`config.mk`:
```
export PLATFORM = sky130hd
export DESIGN_NAME = color_ramp_interpolator
export DESIGN_NICKNAME = d
export VERILOG_FILES = /design/src/design/cri_pkg.sv /design/src/design/cri_ctrl.sv /design/src/design/cri_datapath.sv /design/src/design/color_ramp_interpolator.sv
export VERILOG_INCLUDE_DIRS = /design/src /design/src/design
export SDC_FILE = /design/constraint.sdc
export NUM_CORES = 2
export LEC_CHECK = 0
export ABC_AREA = 1
export BUFFER_PORTS_ARGS = -buffer_cell sky130_fd_sc_hd__buf_2
export CELL_PAD_IN_SITES_DETAIL_PLACEMENT = 0
export CELL_PAD_IN_SITES_GLOBAL_PLACEMENT = 1
export CORE_ASPECT_RATIO = 0.5
export CORE_MARGIN = 8
export CORE_UTILIZATION = 41
export DETAILED_ROUTE_END_ITERATION = 8
export PLACE_DENSITY_LB_ADDON = 0.25
export SYNTH_ARGS = -nofsm -noshare
export SYNTH_HDL_FRONTEND = slang
export SYNTH_SLANG_ARGS = --single-unit
export TNS_END_PERCENT = 5
```
`constraint.sdc`:
```
create_clock -name clk -period 7.1 [get_ports clk]
set_input_delay 0 -clock clk [delete_from_list [all_inputs] [get_ports clk]]
set_output_delay 0 -clock clk [all_outputs]
set_load 0.005 [all_outputs]
```
`src/design/assert_macros.svh`:
```
// ----------------------------------------------------------------------------
// assert_macros.svh
// Shared concurrent assertion macros for the color ramp block.
// ----------------------------------------------------------------------------
`ifndef ASSERT_MACROS_SVH
`define ASSERT_MACROS_SVH

// Same-cycle implication, checked out of reset.
`define ASSERT_IMPLIES(label, clk, rst_n, ante, cons) \
  label: assert property (@(posedge clk) disable iff (!rst_n) (ante) |-> (cons)) \
    else $error("assertion failed: same-cycle implication");

// Next-cycle implication, checked out of reset.
`define ASSERT_NEXT(label, clk, rst_n, ante, cons) \
  label: assert property (@(posedge clk) disable iff (!rst_n) (ante) |=> (cons)) \
    else $error("assertion failed: next-cycle implication");

`endif

```
`src/design/cri_pkg.sv`:
```
// ----------------------------------------------------------------------------
// cri_pkg
// Shared widths, codes and controller/datapath interface types.
// ----------------------------------------------------------------------------
package cri_pkg;

  localparam int POS_W      = 16;
  localparam int COLOR_W    = 8;
  localparam int RGB_W      = 24;
  localparam int SLOT_W     = 4;
  localparam int INDEX_W    = 8;
  localparam int CFG_DATA_W = 32;
  localparam int CFG_ADDR_W = 3;
  localparam int LANES      = 3;
  localparam int MIN_STOPS  = 2;
  localparam int DIV_STEPS  = 8;
  localparam int STEP_W     = 3;

  localparam logic [STEP_W-1:0]  DIV_LAST = STEP_W'(DIV_STEPS - 1);
  localparam logic [COLOR_W-1:0] CHAN_MAX = 8'd255;

  // Item operation codes
  localparam logic OP_WRITE = 1'b0;
  localparam logic OP_EVAL  = 1'b1;

  // Register index (paddr bit 2)
  localparam logic REG_STOP_COUNT = 1'b0;

  typedef struct packed {
    logic wr_stop;
    logic start;
    logic adv;
    logic rd_lo;
    logic cap_b;
    logic cap_a;
    logic norm;
    logic mul0;
    logic mul1;
    logic prep;
    logic div_step;
    logic emit;
  } cmd_t;

  typedef struct packed {
    logic search_more;
  } sts_t;

endpackage

```
`src/design/cri_ctrl.sv`:
```
// ----------------------------------------------------------------------------
// cri_ctrl
// Sequencer: stop search, segment fetch, multiply, divide and result beat.
// ----------------------------------------------------------------------------
`include "assert_macros.svh"

module cri_ctrl (
  input  logic          clk,
  input  logic          rst_n,
  input  logic          in_valid,
  input  logic          in_operation,
  output logic          in_ready,
  input  logic          out_ready,
  output logic          out_valid,
  input  cri_pkg::sts_t sts,
  output cri_pkg::cmd_t cmd
);

  typedef enum logic [10:0] {
    S_IDLE     = 11'b000_0000_0001,
    S_SRCH_RD  = 11'b000_0000_0010,
    S_SRCH_CMP = 11'b000_0000_0100,
    S_FETCH    = 11'b000_0000_1000,
    S_LOAD     = 11'b000_0001_0000,
    S_NORM     = 11'b000_0010_0000,
    S_MUL0     = 11'b000_0100_0000,
    S_MUL1     = 11'b000_1000_0000,
    S_PREP     = 11'b001_0000_0000,
    S_DIV      = 11'b010_0000_0000,
    S_EMIT     = 11'b100_0000_0000
  } state_t;

  state_t                       state_r, state_nxt;
  logic [cri_pkg::STEP_W-1:0]   step_r, step_nxt;
  logic                         out_valid_r, out_valid_nxt;
  logic                         out_free;

  assign in_ready  = (state_r == S_IDLE);
  assign out_valid = out_valid_r;
  assign out_free  = !out_valid_r || out_ready;

  always_comb begin
    state_nxt = state_r;
    step_nxt  = step_r;
    cmd       = '0;
    unique case (state_r)
      S_IDLE: begin
        if (in_valid) begin
          if (in_operation == cri_pkg::OP_WRITE) begin
            cmd.wr_stop = 1'b1;
          end else begin
            cmd.start = 1'b1;
            state_nxt = S_SRCH_RD;
          end
        end
      end
      S_SRCH_RD: state_nxt = S_SRCH_CMP;
      S_SRCH_CMP: begin
        if (sts.search_more) begin
          cmd.adv   = 1'b1;
          state_nxt = S_SRCH_RD;
        end else begin
          cmd.cap_b = 1'b1;
          state_nxt = S_FETCH;
        end
      end
      S_FETCH: begin
        cmd.rd_lo = 1'b1;
        state_nxt = S_LOAD;
      end
      S_LOAD: begin
        cmd.cap_a = 1'b1;
        state_nxt = S_NORM;
      end
      S_NORM: begin
        cmd.norm  = 1'b1;
        state_nxt = S_MUL0;
      end
      S_MUL0: begin
        cmd.mul0  = 1'b1;
        state_nxt = S_MUL1;
      end
      S_MUL1: begin
        cmd.mul1  = 1'b1;
        state_nxt = S_PREP;
      end
      S_PREP: begin
        cmd.prep  = 1'b1;
        step_nxt  = cri_pkg::DIV_LAST;
        state_nxt = S_DIV;
      end
      S_DIV: begin
        cmd.div_step = 1'b1;
        if (step_r == '0) begin
          state_nxt = S_EMIT;
        end else begin
          step_nxt = step_r - 1'b1;
        end
      end
      S_EMIT: begin
        if (out_free) begin
          cmd.emit  = 1'b1;
          state_nxt = S_IDLE;
        end
      end
      default: state_nxt = S_IDLE;
    endcase
  end

  always_comb begin
    if (cmd.emit) begin
      out_valid_nxt = 1'b1;
    end else if (out_ready) begin
      out_valid_nxt = 1'b0;
    end else begin
      out_valid_nxt = out_valid_r;
    end
  end

  always_ff @(posedge clk) begin
    if (!rst_n) begin
      state_r     <= S_IDLE;
      step_r      <= '0;
      out_valid_r <= 1'b0;
    end else begin
      state_r     <= state_nxt;
      step_r      <= step_nxt;
      out_valid_r <= out_valid_nxt;
    end
  end

  `ASSERT_IMPLIES(a_emit_has_room, clk, rst_n, cmd.emit, !out_valid_r || out_ready)
  `ASSERT_NEXT(a_prep_loads_div, clk, rst_n, state_r == S_PREP, (state_r == S_DIV) && (step_r == cri_pkg::DIV_LAST))
  `ASSERT_NEXT(a_eval_starts_search, clk, rst_n, in_valid && in_ready && (in_operation == cri_pkg::OP_EVAL), state_r == S_SRCH_RD)

endmodule

```
`src/design/cri_datapath.sv`:
```
// ----------------------------------------------------------------------------
// cri_datapath
// Stop memory, segment registers and three color lanes, each with one
// multiplier and a restoring divider that retires one quotient bit a cycle.
// ----------------------------------------------------------------------------
`include "assert_macros.svh"

module cri_datapath #(
  parameter int MAX_STOPS = 16
) (
  input  logic                                clk,
  input  logic                                rst_n,
  input  cri_pkg::cmd_t                       cmd,
  output cri_pkg::sts_t                       sts,
  input  logic [$clog2(MAX_STOPS+1)-1:0]      stop_count,
  input  logic [cri_pkg::SLOT_W-1:0]          in_stop_slot,
  input  logic [cri_pkg::POS_W-1:0]           in_stop_position,
  input  logic [cri_pkg::COLOR_W-1:0]         in_stop_red,
  input  logic [cri_pkg::COLOR_W-1:0]         in_stop_green,
  input  logic [cri_pkg::COLOR_W-1:0]         in_stop_blue,
  input  logic [cri_pkg::INDEX_W-1:0]         in_sample_index,
  output logic [cri_pkg::INDEX_W-1:0]         out_result_index,
  output logic [cri_pkg::COLOR_W-1:0]         out_red,
  output logic [cri_pkg::COLOR_W-1:0]         out_green,
  output logic [cri_pkg::COLOR_W-1:0]         out_blue
);

  localparam int AddrW = $clog2(MAX_STOPS);
  localparam int CntW  = $clog2(MAX_STOPS + 1);
  localparam int LANES = cri_pkg::LANES;

  // Stop memory
  logic [cri_pkg::POS_W-1:0] pos_mem [MAX_STOPS];
  logic [cri_pkg::RGB_W-1:0] col_mem [MAX_STOPS];
  logic [cri_pkg::POS_W-1:0] rd_pos_r;
  logic [cri_pkg::RGB_W-1:0] rd_col_r;

  logic [AddrW+cri_pkg::SLOT_W-1:0] slot_wide;
  logic [AddrW-1:0]                 wr_addr, rd_addr;
  logic                             slot_ok;

  // Segment state
  logic [cri_pkg::INDEX_W-1:0] idx_r;
  logic [cri_pkg::POS_W-1:0]   p_r;
  logic [AddrW-1:0]            j_r;
  logic [cri_pkg::POS_W-1:0]   pos_a_r, pos_b_r;
  logic [cri_pkg::RGB_W-1:0]   col_a_r, col_b_r;
  logic signed [16:0]          d_r, dd_r, d_raw, dd_raw;
  logic                        dd_zero_r;
  logic [24:0]                 div_r;
  logic signed [27:0]          lim;

  // Lanes: 0 red, 1 green, 2 blue
  logic [cri_pkg::COLOR_W-1:0] c0 [LANES];
  logic [cri_pkg::COLOR_W-1:0] c1 [LANES];
  logic signed [8:0]           mul_a [LANES];
  logic signed [16:0]          mul_b [LANES];
  logic signed [25:0]          prod [LANES];
  logic signed [26:0]          acc_r [LANES];
  logic signed [27:0]          n_val [LANES];
  logic [24:0]                 rem_r [LANES];
  logic [cri_pkg::COLOR_W-1:0] quo_r [LANES];
  logic                        neg_r [LANES];
  logic                        big_r [LANES];
  logic [cri_pkg::COLOR_W-1:0] res [LANES];

  logic [cri_pkg::INDEX_W-1:0] out_idx_r;
  logic [cri_pkg::COLOR_W-1:0] out_col_r [LANES];

  assign slot_wide = (AddrW + cri_pkg::SLOT_W)'(in_stop_slot);
  assign wr_addr   = slot_wide[AddrW-1:0];
  assign slot_ok   = (32'(in_stop_slot) < MAX_STOPS);
  assign rd_addr   = cmd.rd_lo ? j_r : j_r + AddrW'(1);

  always_ff @(posedge clk) begin
    if (cmd.wr_stop && slot_ok) begin
      pos_mem[wr_addr] <= in_stop_position;
      col_mem[wr_addr] <= {in_stop_red, in_stop_green, in_stop_blue};
    end
    rd_pos_r <= pos_mem[rd_addr];
    rd_col_r <= col_mem[rd_addr];
  end

  // Step on while another segment remains and the position lies past its end
  assign sts.search_more =
    (((CntW + 1)'(j_r) + (CntW + 1)'(2)) < (CntW + 1)'(stop_count)) && (p_r > rd_pos_r);

  assign dd_raw = $signed({1'b0, pos_b_r}) - $signed({1'b0, pos_a_r});
  assign d_raw  = $signed({1'b0, p_r}) - $signed({1'b0, pos_a_r});
  // Saturation bound 2*dd*256
  assign lim    = $signed({3'b000, dd_r[15:0], 9'b0_0000_0000});

  always_comb begin
    for (int l = 0; l < LANES; l++) begin
      c0[l]    = col_a_r[cri_pkg::COLOR_W*(LANES-1-l) +: cri_pkg::COLOR_W];
      c1[l]    = col_b_r[cri_pkg::COLOR_W*(LANES-1-l) +: cri_pkg::COLOR_W];
      mul_a[l] = cmd.mul1 ? ($signed({1'b0, c1[l]}) - $signed({1'b0, c0[l]}))
                          : $signed({1'b0, c0[l]});
      mul_b[l] = cmd.mul1 ? d_r : dd_r;
      prod[l]  = mul_a[l] * mul_b[l];
      n_val[l] = (28'(acc_r[l]) <<< 1) + 28'(dd_r);
      priority if (dd_zero_r) begin
        res[l] = c1[l];
      end else if (neg_r[l]) begin
        res[l] = '0;
      end else if (big_r[l]) begin
        res[l] = cri_pkg::CHAN_MAX;
      end else begin
        res[l] = quo_r[l];
      end
    end
  end

  always_ff @(posedge clk) begin
    if (!rst_n) begin
      j_r <= '0;
    end else if (cmd.start) begin
      j_r <= '0;
    end else if (cmd.adv) begin
      j_r <= j_r + AddrW'(1);
    end
  end

  always_ff @(posedge clk) begin
    if (cmd.start) begin
      idx_r <= in_sample_index;
      // index*257 is the byte repeated in both halves
      p_r   <= {in_sample_index, in_sample_index};
    end
    if (cmd.cap_b) begin
      pos_b_r <= rd_pos_r;
      col_b_r <= rd_col_r;
    end
    if (cmd.cap_a) begin
      pos_a_r <= rd_pos_r;
      col_a_r <= rd_col_r;
    end
    if (cmd.norm) begin
      dd_zero_r <= (dd_raw == '0);
      // Flip both offsets for a descending segment so the divisor is positive
      if (dd_raw[16]) begin
        dd_r <= -dd_raw;
        d_r  <= -d_raw;
      end else begin
        dd_r <= dd_raw;
        d_r  <= d_raw;
      end
    end
    if (cmd.prep) begin
      div_r <= {1'b0, dd_r[15:0], 8'h00};
    end else if (cmd.div_step) begin
      div_r <= div_r >> 1;
    end
    for (int l = 0; l < LANES; l++) begin
      if (cmd.mul0) begin
        acc_r[l] <= 27'(prod[l]);
      end else if (cmd.mul1) begin
        acc_r[l] <= acc_r[l] + 27'(prod[l]);
      end
      if (cmd.prep) begin
        neg_r[l] <= n_val[l][27];
        big_r[l] <= (n_val[l] >= lim);
        rem_r[l] <= n_val[l][24:0];
        quo_r[l] <= '0;
      end else if (cmd.div_step) begin
        if (rem_r[l] >= div_r) begin
          rem_r[l] <= rem_r[l] - div_r;
          quo_r[l] <= {quo_r[l][cri_pkg::COLOR_W-2:0], 1'b1};
        end else begin
          quo_r[l] <= {quo_r[l][cri_pkg::COLOR_W-2:0], 1'b0};
        end
      end
    end
    if (cmd.emit) begin
      out_idx_r <= idx_r;
      for (int l = 0; l < LANES; l++) begin
        out_col_r[l] <= res[l];
      end
    end
  end

  assign out_result_index = out_idx_r;
  assign out_red          = out_col_r[0];
  assign out_green        = out_col_r[1];
  assign out_blue         = out_col_r[2];

  `ASSERT_NEXT(a_seg_in_range, clk, rst_n, cmd.adv, ((CntW + 1)'(j_r) + (CntW + 1)'(1)) < (CntW + 1)'(stop_count))
  `ASSERT_NEXT(a_divisor_positive, clk, rst_n, cmd.norm, !dd_r[16])

endmodule

```
`src/design/color_ramp_interpolator.sv`:
```
// ----------------------------------------------------------------------------
// color_ramp_interpolator
// A write beat is taken while the sequencer is idle. An evaluate beat is
//   searched segment by segment, so its time grows with the chosen segment
//   j (0 up to stop_count-2); the next beat is taken once its result is emitted.
// Throughput is set by the stop search (a read and a compare per stop through
//   the single read port) and the restoring divide run by all lanes in step.
// Reset (rst_n, synchronous): stop_count back to 2, control idle, table kept.
// ----------------------------------------------------------------------------
module color_ramp_interpolator #(
  parameter int MAX_STOPS = 16
) (
  input  logic                              clk,
  input  logic                              rst_n,
  // Configuration (APB-style)
  input  logic                              psel,
  input  logic                              penable,
  input  logic                              pwrite,
  input  logic [cri_pkg::CFG_ADDR_W-1:0]    paddr,
  input  logic [cri_pkg::CFG_DATA_W-1:0]    pwdata,
  output logic [cri_pkg::CFG_DATA_W-1:0]    prdata,
  output logic                              pready,
  // Input channel
  input  logic                              in_valid,
  output logic                              in_ready,
  input  logic                              in_operation,
  input  logic [cri_pkg::SLOT_W-1:0]        in_stop_slot,
  input  logic [cri_pkg::POS_W-1:0]         in_stop_position,
  input  logic [cri_pkg::COLOR_W-1:0]       in_stop_red,
  input  logic [cri_pkg::COLOR_W-1:0]       in_stop_green,
  input  logic [cri_pkg::COLOR_W-1:0]       in_stop_blue,
  input  logic [cri_pkg::INDEX_W-1:0]       in_sample_index,
  // Result channel
  output logic                              out_valid,
  input  logic                              out_ready,
  output logic [cri_pkg::INDEX_W-1:0]       out_result_index,
  output logic [cri_pkg::COLOR_W-1:0]       out_red,
  output logic [cri_pkg::COLOR_W-1:0]       out_green,
  output logic [cri_pkg::COLOR_W-1:0]       out_blue
);

  localparam int CntW = $clog2(MAX_STOPS + 1);

  logic [CntW-1:0] stop_count_r, stop_count_nxt;
  logic [4:0]      wr_count;
  logic            cfg_wr;
  logic            reg_hit;

  cri_pkg::cmd_t   cmd;
  cri_pkg::sts_t   sts;

  // Register decode: paddr bit 2 selects the register; only stop_count exists
  assign pready  = 1'b1;
  assign reg_hit = (paddr[2] == cri_pkg::REG_STOP_COUNT);
  assign cfg_wr  = psel && penable && pwrite && pready && reg_hit;
  assign prdata  = reg_hit ? cri_pkg::CFG_DATA_W'(stop_count_r) : '0;

  // Saturate the written count to the legal 2..MAX_STOPS range
  assign wr_count = pwdata[4:0];

  always_comb begin
    priority if (32'(wr_count) < cri_pkg::MIN_STOPS) begin
      stop_count_nxt = CntW'(cri_pkg::MIN_STOPS);
    end else if (32'(wr_count) > MAX_STOPS) begin
      stop_count_nxt = CntW'(MAX_STOPS);
    end else begin
      stop_count_nxt = CntW'(wr_count);
    end
  end

  always_ff @(posedge clk) begin
    if (!rst_n) begin
      stop_count_r <= CntW'(cri_pkg::MIN_STOPS);
    end else if (cfg_wr) begin
      stop_count_r <= stop_count_nxt;
    end
  end

  // Sequencer: owns the handshakes and walks each evaluate beat through
  // search, fetch, multiply, divide and the output register
  cri_ctrl u_ctrl (
    .clk          (clk),
    .rst_n        (rst_n),
    .in_valid     (in_valid),
    .in_operation (in_operation),
    .in_ready     (in_ready),
    .out_ready    (out_ready),
    .out_valid    (out_valid),
    .sts          (sts),
    .cmd          (cmd)
  );

  // Datapath: stop table, segment registers, three color lanes and the
  // output payload register that holds a finished beat while out_ready is low
  cri_datapath #(
    .MAX_STOPS (MAX_STOPS)
  ) u_datapath (
    .clk              (clk),
    .rst_n            (rst_n),
    .cmd              (cmd),
    .sts              (sts),
    .stop_count       (stop_count_r),
    .in_stop_slot     (in_stop_slot),
    .in_stop_position (in_stop_position),
    .in_stop_red      (in_stop_red),
    .in_stop_green    (in_stop_green),
    .in_stop_blue     (in_stop_blue),
    .in_sample_index  (in_sample_index),
    .out_result_index (out_result_index),
    .out_red          (out_red),
    .out_green        (out_green),
    .out_blue         (out_blue)
  );

endmodule

```
## After elaboration in Yosys (flattened, before gate mapping)

Memory sizes are Yosys's and may differ from the RTL's. A register that Yosys moved wholly into a read port is not among the register bits.
Cells that the tools add are included.

| word-level totals | value |
|---|---|
| bits of input ports | 95 |
| memories | 8 |
| flip-flop bits (word level) | 195 |
| bits in writable memories | 850 |
| logic and storage cells | 197 |

| cells by class | value |
|---|---|
| add/sub/neg operators | 19 |
| $lt $le $gt $ge | 10 |
| equal/unequal tests | 16 |
| multiplexer cells | 95 |
| reduce and logical (&&, ||, !) cells | 14 |
| bitwise gates (word level) | 14 |
| $mul | 3 |

Memory list:

| name | depth | bits a word | read ports | clocked after Yosys merged registers in | write ports | RTL line | RTL |
|---|---|---|---|---|---|---|---|
| u_datapath.col_mem | 16 | 24 | 1 | 1 | 1 | cri_datapath.sv:34 | `logic [cri_pkg::RGB_W-1:0] col_mem [MAX_STOPS];` |
| u_datapath.pos_mem | 16 | 16 | 1 | 1 | 1 | cri_datapath.sv:33 | `logic [cri_pkg::POS_W-1:0] pos_mem [MAX_STOPS];` |
| u_datapath.acc_r | 3 | 27 | 3 | 0 | 3 | cri_datapath.sv:59 | `logic signed [26:0] acc_r [LANES];` |
| u_datapath.rem_r | 3 | 25 | 3 | 0 | 3 | cri_datapath.sv:61 | `logic [24:0] rem_r [LANES];` |
| u_datapath.out_col_r | 3 | 8 | 3 | 0 | 3 | cri_datapath.sv:68 | `logic [cri_pkg::COLOR_W-1:0] out_col_r [LANES];` |
| u_datapath.quo_r | 3 | 8 | 3 | 0 | 3 | cri_datapath.sv:62 | `logic [cri_pkg::COLOR_W-1:0] quo_r [LANES];` |
| 2 more memories | - | - | - | - | - | - |  |

Operators by type and width:

| operator | count |
|---|---|
| one-hot mux 11 bit (11 select lines) | 1 |
| 2-to-1 mux 8 bit | 15 |
| adder 28 x 17 -> 28 bit | 3 |
| greater-or-equal comparator 28 x 26 -> 1 bit | 3 |
| adder 27 x 26 -> 27 bit | 3 |
| 2-to-1 mux 27 bit | 3 |
| multiplier 9 x 17 -> 26 bit | 3 |
| greater-or-equal comparator 25 x 24 -> 1 bit | 3 |
| 2-to-1 mux 25 bit | 3 |
| subtractor 25 x 24 -> 25 bit | 3 |
| 2-to-1 mux 1 bit | 52 |
| 2-to-1 mux 24 bit | 2 |
| 2-to-1 mux 11 bit | 4 |
| 2-to-1 mux 17 bit | 2 |
| negation 17 bit | 2 |
| subtractor 16 x 16 -> 17 bit | 2 |
| 2-to-1 mux 9 bit | 3 |
| subtractor 8 x 8 -> 9 bit | 3 |
| logical NOT 17 bit | 1 |
| greater-than comparator 16 bit | 1 |
| 2-to-1 mux 16 bit | 1 |
| 2-to-1 mux 5 bit | 3 |
| bitwise OR 1 bit | 12 |
| equality test 11 x 1 -> 1 bit (second input constant) | 1 |
| other kinds (31) | 42 |

## Depth between registers and ports, before layout

An unclocked memory read counts as a cell.

| depth | value |
|---|---|
| depth after elaboration | 8 |
| depth in mapped cells | 48 |
| mapped depth without buffers | 48 |

## Cells and area by module

A second synthesis with hierarchy kept.

| second synthesis, totals | value |
|---|---|
| cells, all modules | 7795 |
| area, all modules | 73556.8 um^2 |

Modules (own cells, without submodules):

| module | cells an instance | sequential area each (um^2) | area each (um^2) | instances |
|---|---|---|---|---|
| cri_datapath | 7586 | 30979.7 | 72135.4 | 1 |
| cri_ctrl | 133 | 300.3 | 922.1 | 1 |
| color_ramp_interpolator | 76 | 100.1 | 499.2 | 1 |

## Worst setup path after synthesis

No wires, ideal clock.

| timing | value |
|---|---|
| kind | reg2reg |
| start | reg u_datapath.col_b_r, in the netlist u_datapath.c1[10] |
| end | mem u_datapath.acc_r[1][26], data pin |
| setup time | 0.130 ns |
| slack | -0.600 ns |
| cell stages (with the launch flop) | 38 |
| period minus slack after synthesis | 7.700 ns |
| arrival | 7.570 ns |
| buffers on the path | 1 |
| path through | edfxtp_1 -> ha_1 -> a21oi_1 -> o21ai_0 -> nand2_1 -> nand2_1 -> a21o_1 -> or2_2 -> a31oi_2 -> buf_4 -> nor2_1 -> fa_1 -> inv_1 -> fa_1 -> inv_1 -> fa_1 -> fa_1 -> inv_1 -> (+2 left out) -> ha_1 -> a21oi_1 -> nand2_1 -> a21boi_0 -> o21ai_1 -> a21oi_1 -> o21ai_0 -> xor2_1 -> ha_1 -> nand2_1 -> nor2_1 -> nand2_1 -> or2_2 -> nand3_1 -> or2_2 -> nand3_1 -> or2_2 -> nand2_1 |

RTL lines:

| element | RTL line | RTL |
|---|---|---|
| start: declaration | cri_datapath.sv:47 | `logic [cri_pkg::RGB_W-1:0] col_a_r, col_b_r;` |
| start signal: assignment | cri_datapath.sv:132 | `col_b_r <= rd_col_r;` |
| end: declaration | cri_datapath.sv:59 |  |

==> flow_metrics.py <==
metrics = {
    "pwr": {
        "vdd_drop_max_v": 0.000192,
        "power_switching_uw": 2850,
        "combPwrFrac": 0.029,
        "leakagePower_uw": 0.0396,
        "seq_power_share": 0.532,
        "p_int_uw": 10200,
        "power_density_nw_per_um2": 142,
        "power.switching_fraction": 0.219,
        "clkPwrFrac": 0.440,
    },
    "floorplanning": {
        "die-area_um2": 197000,
        "die_w_um": 619,
        "floorplan.rows": 110,
        "boundary_pin_count": 162,
        "initial_core_util": 0.414,
        "dieHeight_um": 318,
        "coreArea_um2": 180000,
    },
    "logic_synthesis": {
        "syn_avg_cell_area_um2": 9.25,
        "muxShareOfSynthArea": 0,
        "largest_family_of_logic_cells_by_synthesized_area": "adder cells",
        "synthMostInstantiatedCell": "nand2_1",
        "synth.top_cells.by_area": "edfxtp_1 40%, fa_1 11%, ha_1 8.9%, nand2_1 7.0%, inv_1 5.8%",
        "synth_seq_area_share": 0.421,
        "post_synth_inst_count": 8065,
        "syn_area_um2": 74600,
        "synthDominantAreaCellType": "edfxtp_1",
        "ys_top_cells_by_count": "1397 x nand2_1, 1159 x inv_1, 997 x edfxtp_1",
        "post_synth_and_or_nand_nor_area_fraction": 0.158,
        "distinct_cells_synth": 61,
        "number_of_warnings_issued_by_yosys": 0,
        "synth_top_area_frac": 0.401,
        "ys_seq_elements": 1069,
        "synth_fa_ha_area_frac": 0.195,
        "synth-compound-area-share": 0.113,
        "fraction_of_registers_with_async_set_or_reset_after_synthesis": 0,
        "synth_xor_xnor_area_share": 0.0355,
        "synth_ff_type": "edfxtp_1",
        "synth_enable_flop_cells": 997,
    },
    "setup_path": {
        "crit_path_end_kind": "flip-flop",
        "critical_path_data_arrival_time_ns": 8.01,
        "crit_slowest_cell": "fa_1",
        "critical_path.max_fanout": 3,
        "worst-setup-path-type": "reg2reg",
        "timing.critical_path.required_ns": 7.57,
        "timing.critical_path.buf_inv": 11,
        "worstSetupStartpointType": "flip-flop",
        "critPathTopFamily": "adder cells",
        "worst_path_largest_cell_delay_ns": 0.55,
        "critical_path.most_common_cell": "buf_4",
    },
    "sta": {
        "timing_worst_slew_pin_value_ns": 1.22,
        "number_of_hold_violations_in_the_final_report": 0,
        "setup_viol": 29,
        "final.period_utilization": 1.06,
        "fmaxAchievable_mhz": 133,
        "fin_skew_ns": 0.0528,
        "maxSlewViolCount": 0,
        "fin_ws_ns": -0.443,
        "finalCriticalPeriod_ns": 7.54,
        "max_slew_margin": 0.187,
        "unrepaired_setup_endpoints_after_global_routing": "true",
        "fin_tns_setup_ns": -5.54,
        "hold-worst-slack_ns": 0.167,
    },
    "drt": {
        "wl_per_cell_um": 19.5,
        "vias": 58716,
        "detail-route-antenna-nets": 0,
        "number_of_drc_violations_after_detailed_routing": 0,
        "routed_wl_um": 225000,
        "detailedRoute.firstIterationViolations": 4534,
        "detail_route.vias_per_cell": 5.10,
        "first_pass_iters": 6,
    },
    "placed_design": {
        "preCtsSetupSlack_ns": -1.00,
        "place.detailed.hpwl_um": 164000,
        "io_port_bufs": 104,
        "place.gp.congestion": 0.914,
    },
    "job": {
        "max_cap_viol_count": 0,
    },
    "run_status": {
        "status": "finished, violations left",
        "violations": "setup timing",
    },
    "cts": {
        "cts_max_path_buffers": 3,
        "cts_htree_levels": 3,
        "buffer_type_at_the_clock_tree_root": "clkbuf_16",
        "clk_transition_reported_paths_ns": 0.07,
        "cts-buffers-inserted": 102,
        "clkSinkCount": 1069,
        "cts_tree": "done",
        "clk-insertion-delay-late_ns": 0.75,
    },
    "grt": {
        "grt_antenna_before_repair": 14,
        "globalRouteTotalUtil": 0.222,
        "grt_pass1_wl_um": 341000,
        "grt_pass1_vias": 57256,
        "overflow": 0,
        "pin_count_of_the_biggest_net_entering_global_routing": 254,
    },
    "cells_and_area": {
        "layout-area-overhead-vs-synth_pct": 23.0,
        "finalCoreUtilization": 0.509,
        "fin_nets": 10022,
        "post_route_cells_drive_above_1_share": 0.193,
    },
    "min_path": {
        "hp-class": "in2reg",
    },
}
flip-flops by register name (all words and copies together), names as in the netlist, 3 cells and up:
signal and cells:
u_datapath.c1 24, u_datapath.pos_mem 256, u_datapath.rd_pos_r 16, u_datapath.dd_r 17, u_datapath.rd_col_r 24, u_datapath.col_mem 384, u_datapath.div_r 24, u_ctrl.state_r 11
u_datapath.c0 24, u_ctrl.step_r 3, u_datapath.big_r 3, stop_count_r 5, u_datapath.pos_a_r 16, u_datapath.j_r 4, u_datapath.quo_r 24, u_datapath.out_col_r 24
u_datapath.out_result_index 8, u_datapath.p_r 8, u_datapath.rem_r 75, u_datapath.pos_b_r 16, u_datapath.d_r 17, u_datapath.acc_r 81, u_datapath.neg_r 3
power groups by stage:
stage	combinational [uW]	sequential, uW	clock, uW
2_1_floorplan	183	7050	0
3_3_place_gp	319	7060	0
3_5_place_dp	324	7060	0
4_1_cts	370	6920	5850
5_1_grt	418	6920	6070
6_report	372	6920	5730
worst paths after layout:
kind / slack (ns) / from / cells past startpoint / end
max: -0.44 / u_datapath.c0[8] / 39 / u_datapath.acc_r[1][25]
min: 0.17 / out_ready / 5 / u_ctrl.out_valid
max reg2reg: -0.44 / u_datapath.c0[8] / 39 / u_datapath.acc_r[1][25]
min reg2reg: 0.43 / u_datapath.rd_col_r[1] / 0 / u_datapath.c0[1]
cell usage in the layout, fill, tap and decap left out, types with 23 or more instances in the layout:
cell / n
inv_1: 1125
o21ai_0: 430
clkbuf_16: 103
dlygate4sd3_1: 85
ha_1: 441
dfxtp_1: 72
buf_12: 40
buf_6: 35
nand2_1: 1329
nor2_1: 650
nor3_1: 51
xnor2_1: 121
fa_1: 376
o22ai_1: 28
edfxtp_1: 997
xor2_1: 147
nand3b_1: 23
nand4_1: 61
nand3_1: 447
a21oi_1: 484
inv_2: 33
o21bai_1: 33
conb_1: 28
a21oi_2: 81
o21ai_1: 51
nand2_2: 61
ha_4: 84
nor2_2: 66
buf_2: 104
o21ai_2: 30
nor2_4: 28
o211ai_1: 177
clkinv_2: 26
buf_4: 816
a21o_1: 41
a31oi_1: 23
cells by family (layout without fill, tap and decap cells):
kind of cell | Yosys count | in the layout
fa+ha+maj | 925 | 925
simple gates | 2836 | 2836
flops | 1069 | 1069
buf+inv | 1450 | 2449
compound gates | 1483 | 1483
other cells | 2 | 38
xor+xnor | 300 | 300
per-stage QoR:
stage	total power [uW]	cells	instance area, um2
after floorplan	7230	8091	74700
after global placement	7380	11134	83600
after detailed placement	7380	11134	83600
after CTS	13100	11462	89500
after global routing	13400	11500	91700
final	13000	11508	91700
tightest hold or removal path, stage by stage:
cell and delay (ns):
dlygate4sd3_1 0.52, buf_2 0.09, nor2_1 0.07, inv_1 0.07, a21oi_1 0.06
layout make-up:
cell class	instances	area, um2
fill	16697	88600
tap	2408	3010
timing repair buffer	1086	8790
clock inverter	68	764
sequential	1069	31400
antenna	10	25.0
inverter	1171	4430
multi-input combinational	5572	40600
clock buffer	124	2700
layer usage:
layer	up-vias	wire, um	global-route usage
li1	28937	-	-
met1	28232	105000	0.312
met2	1261	104000	0.365
met3	282	10500	0.0287
met4	4	5520	0.0502
met5	-	31	0
timing repair:
action / 4_1_cts / 5_1_grt
setup endpoints to repair: 47 / 53
resized for setup: 285 / 373
hold buffers: 85 / 0
gates cloned: 0 / 1
setup buffers: 51 / 37
hold endpoints to repair: 685 / 0
pin swaps: 99 / 175
Note: power is estimated with default switching activity, not from simulation.
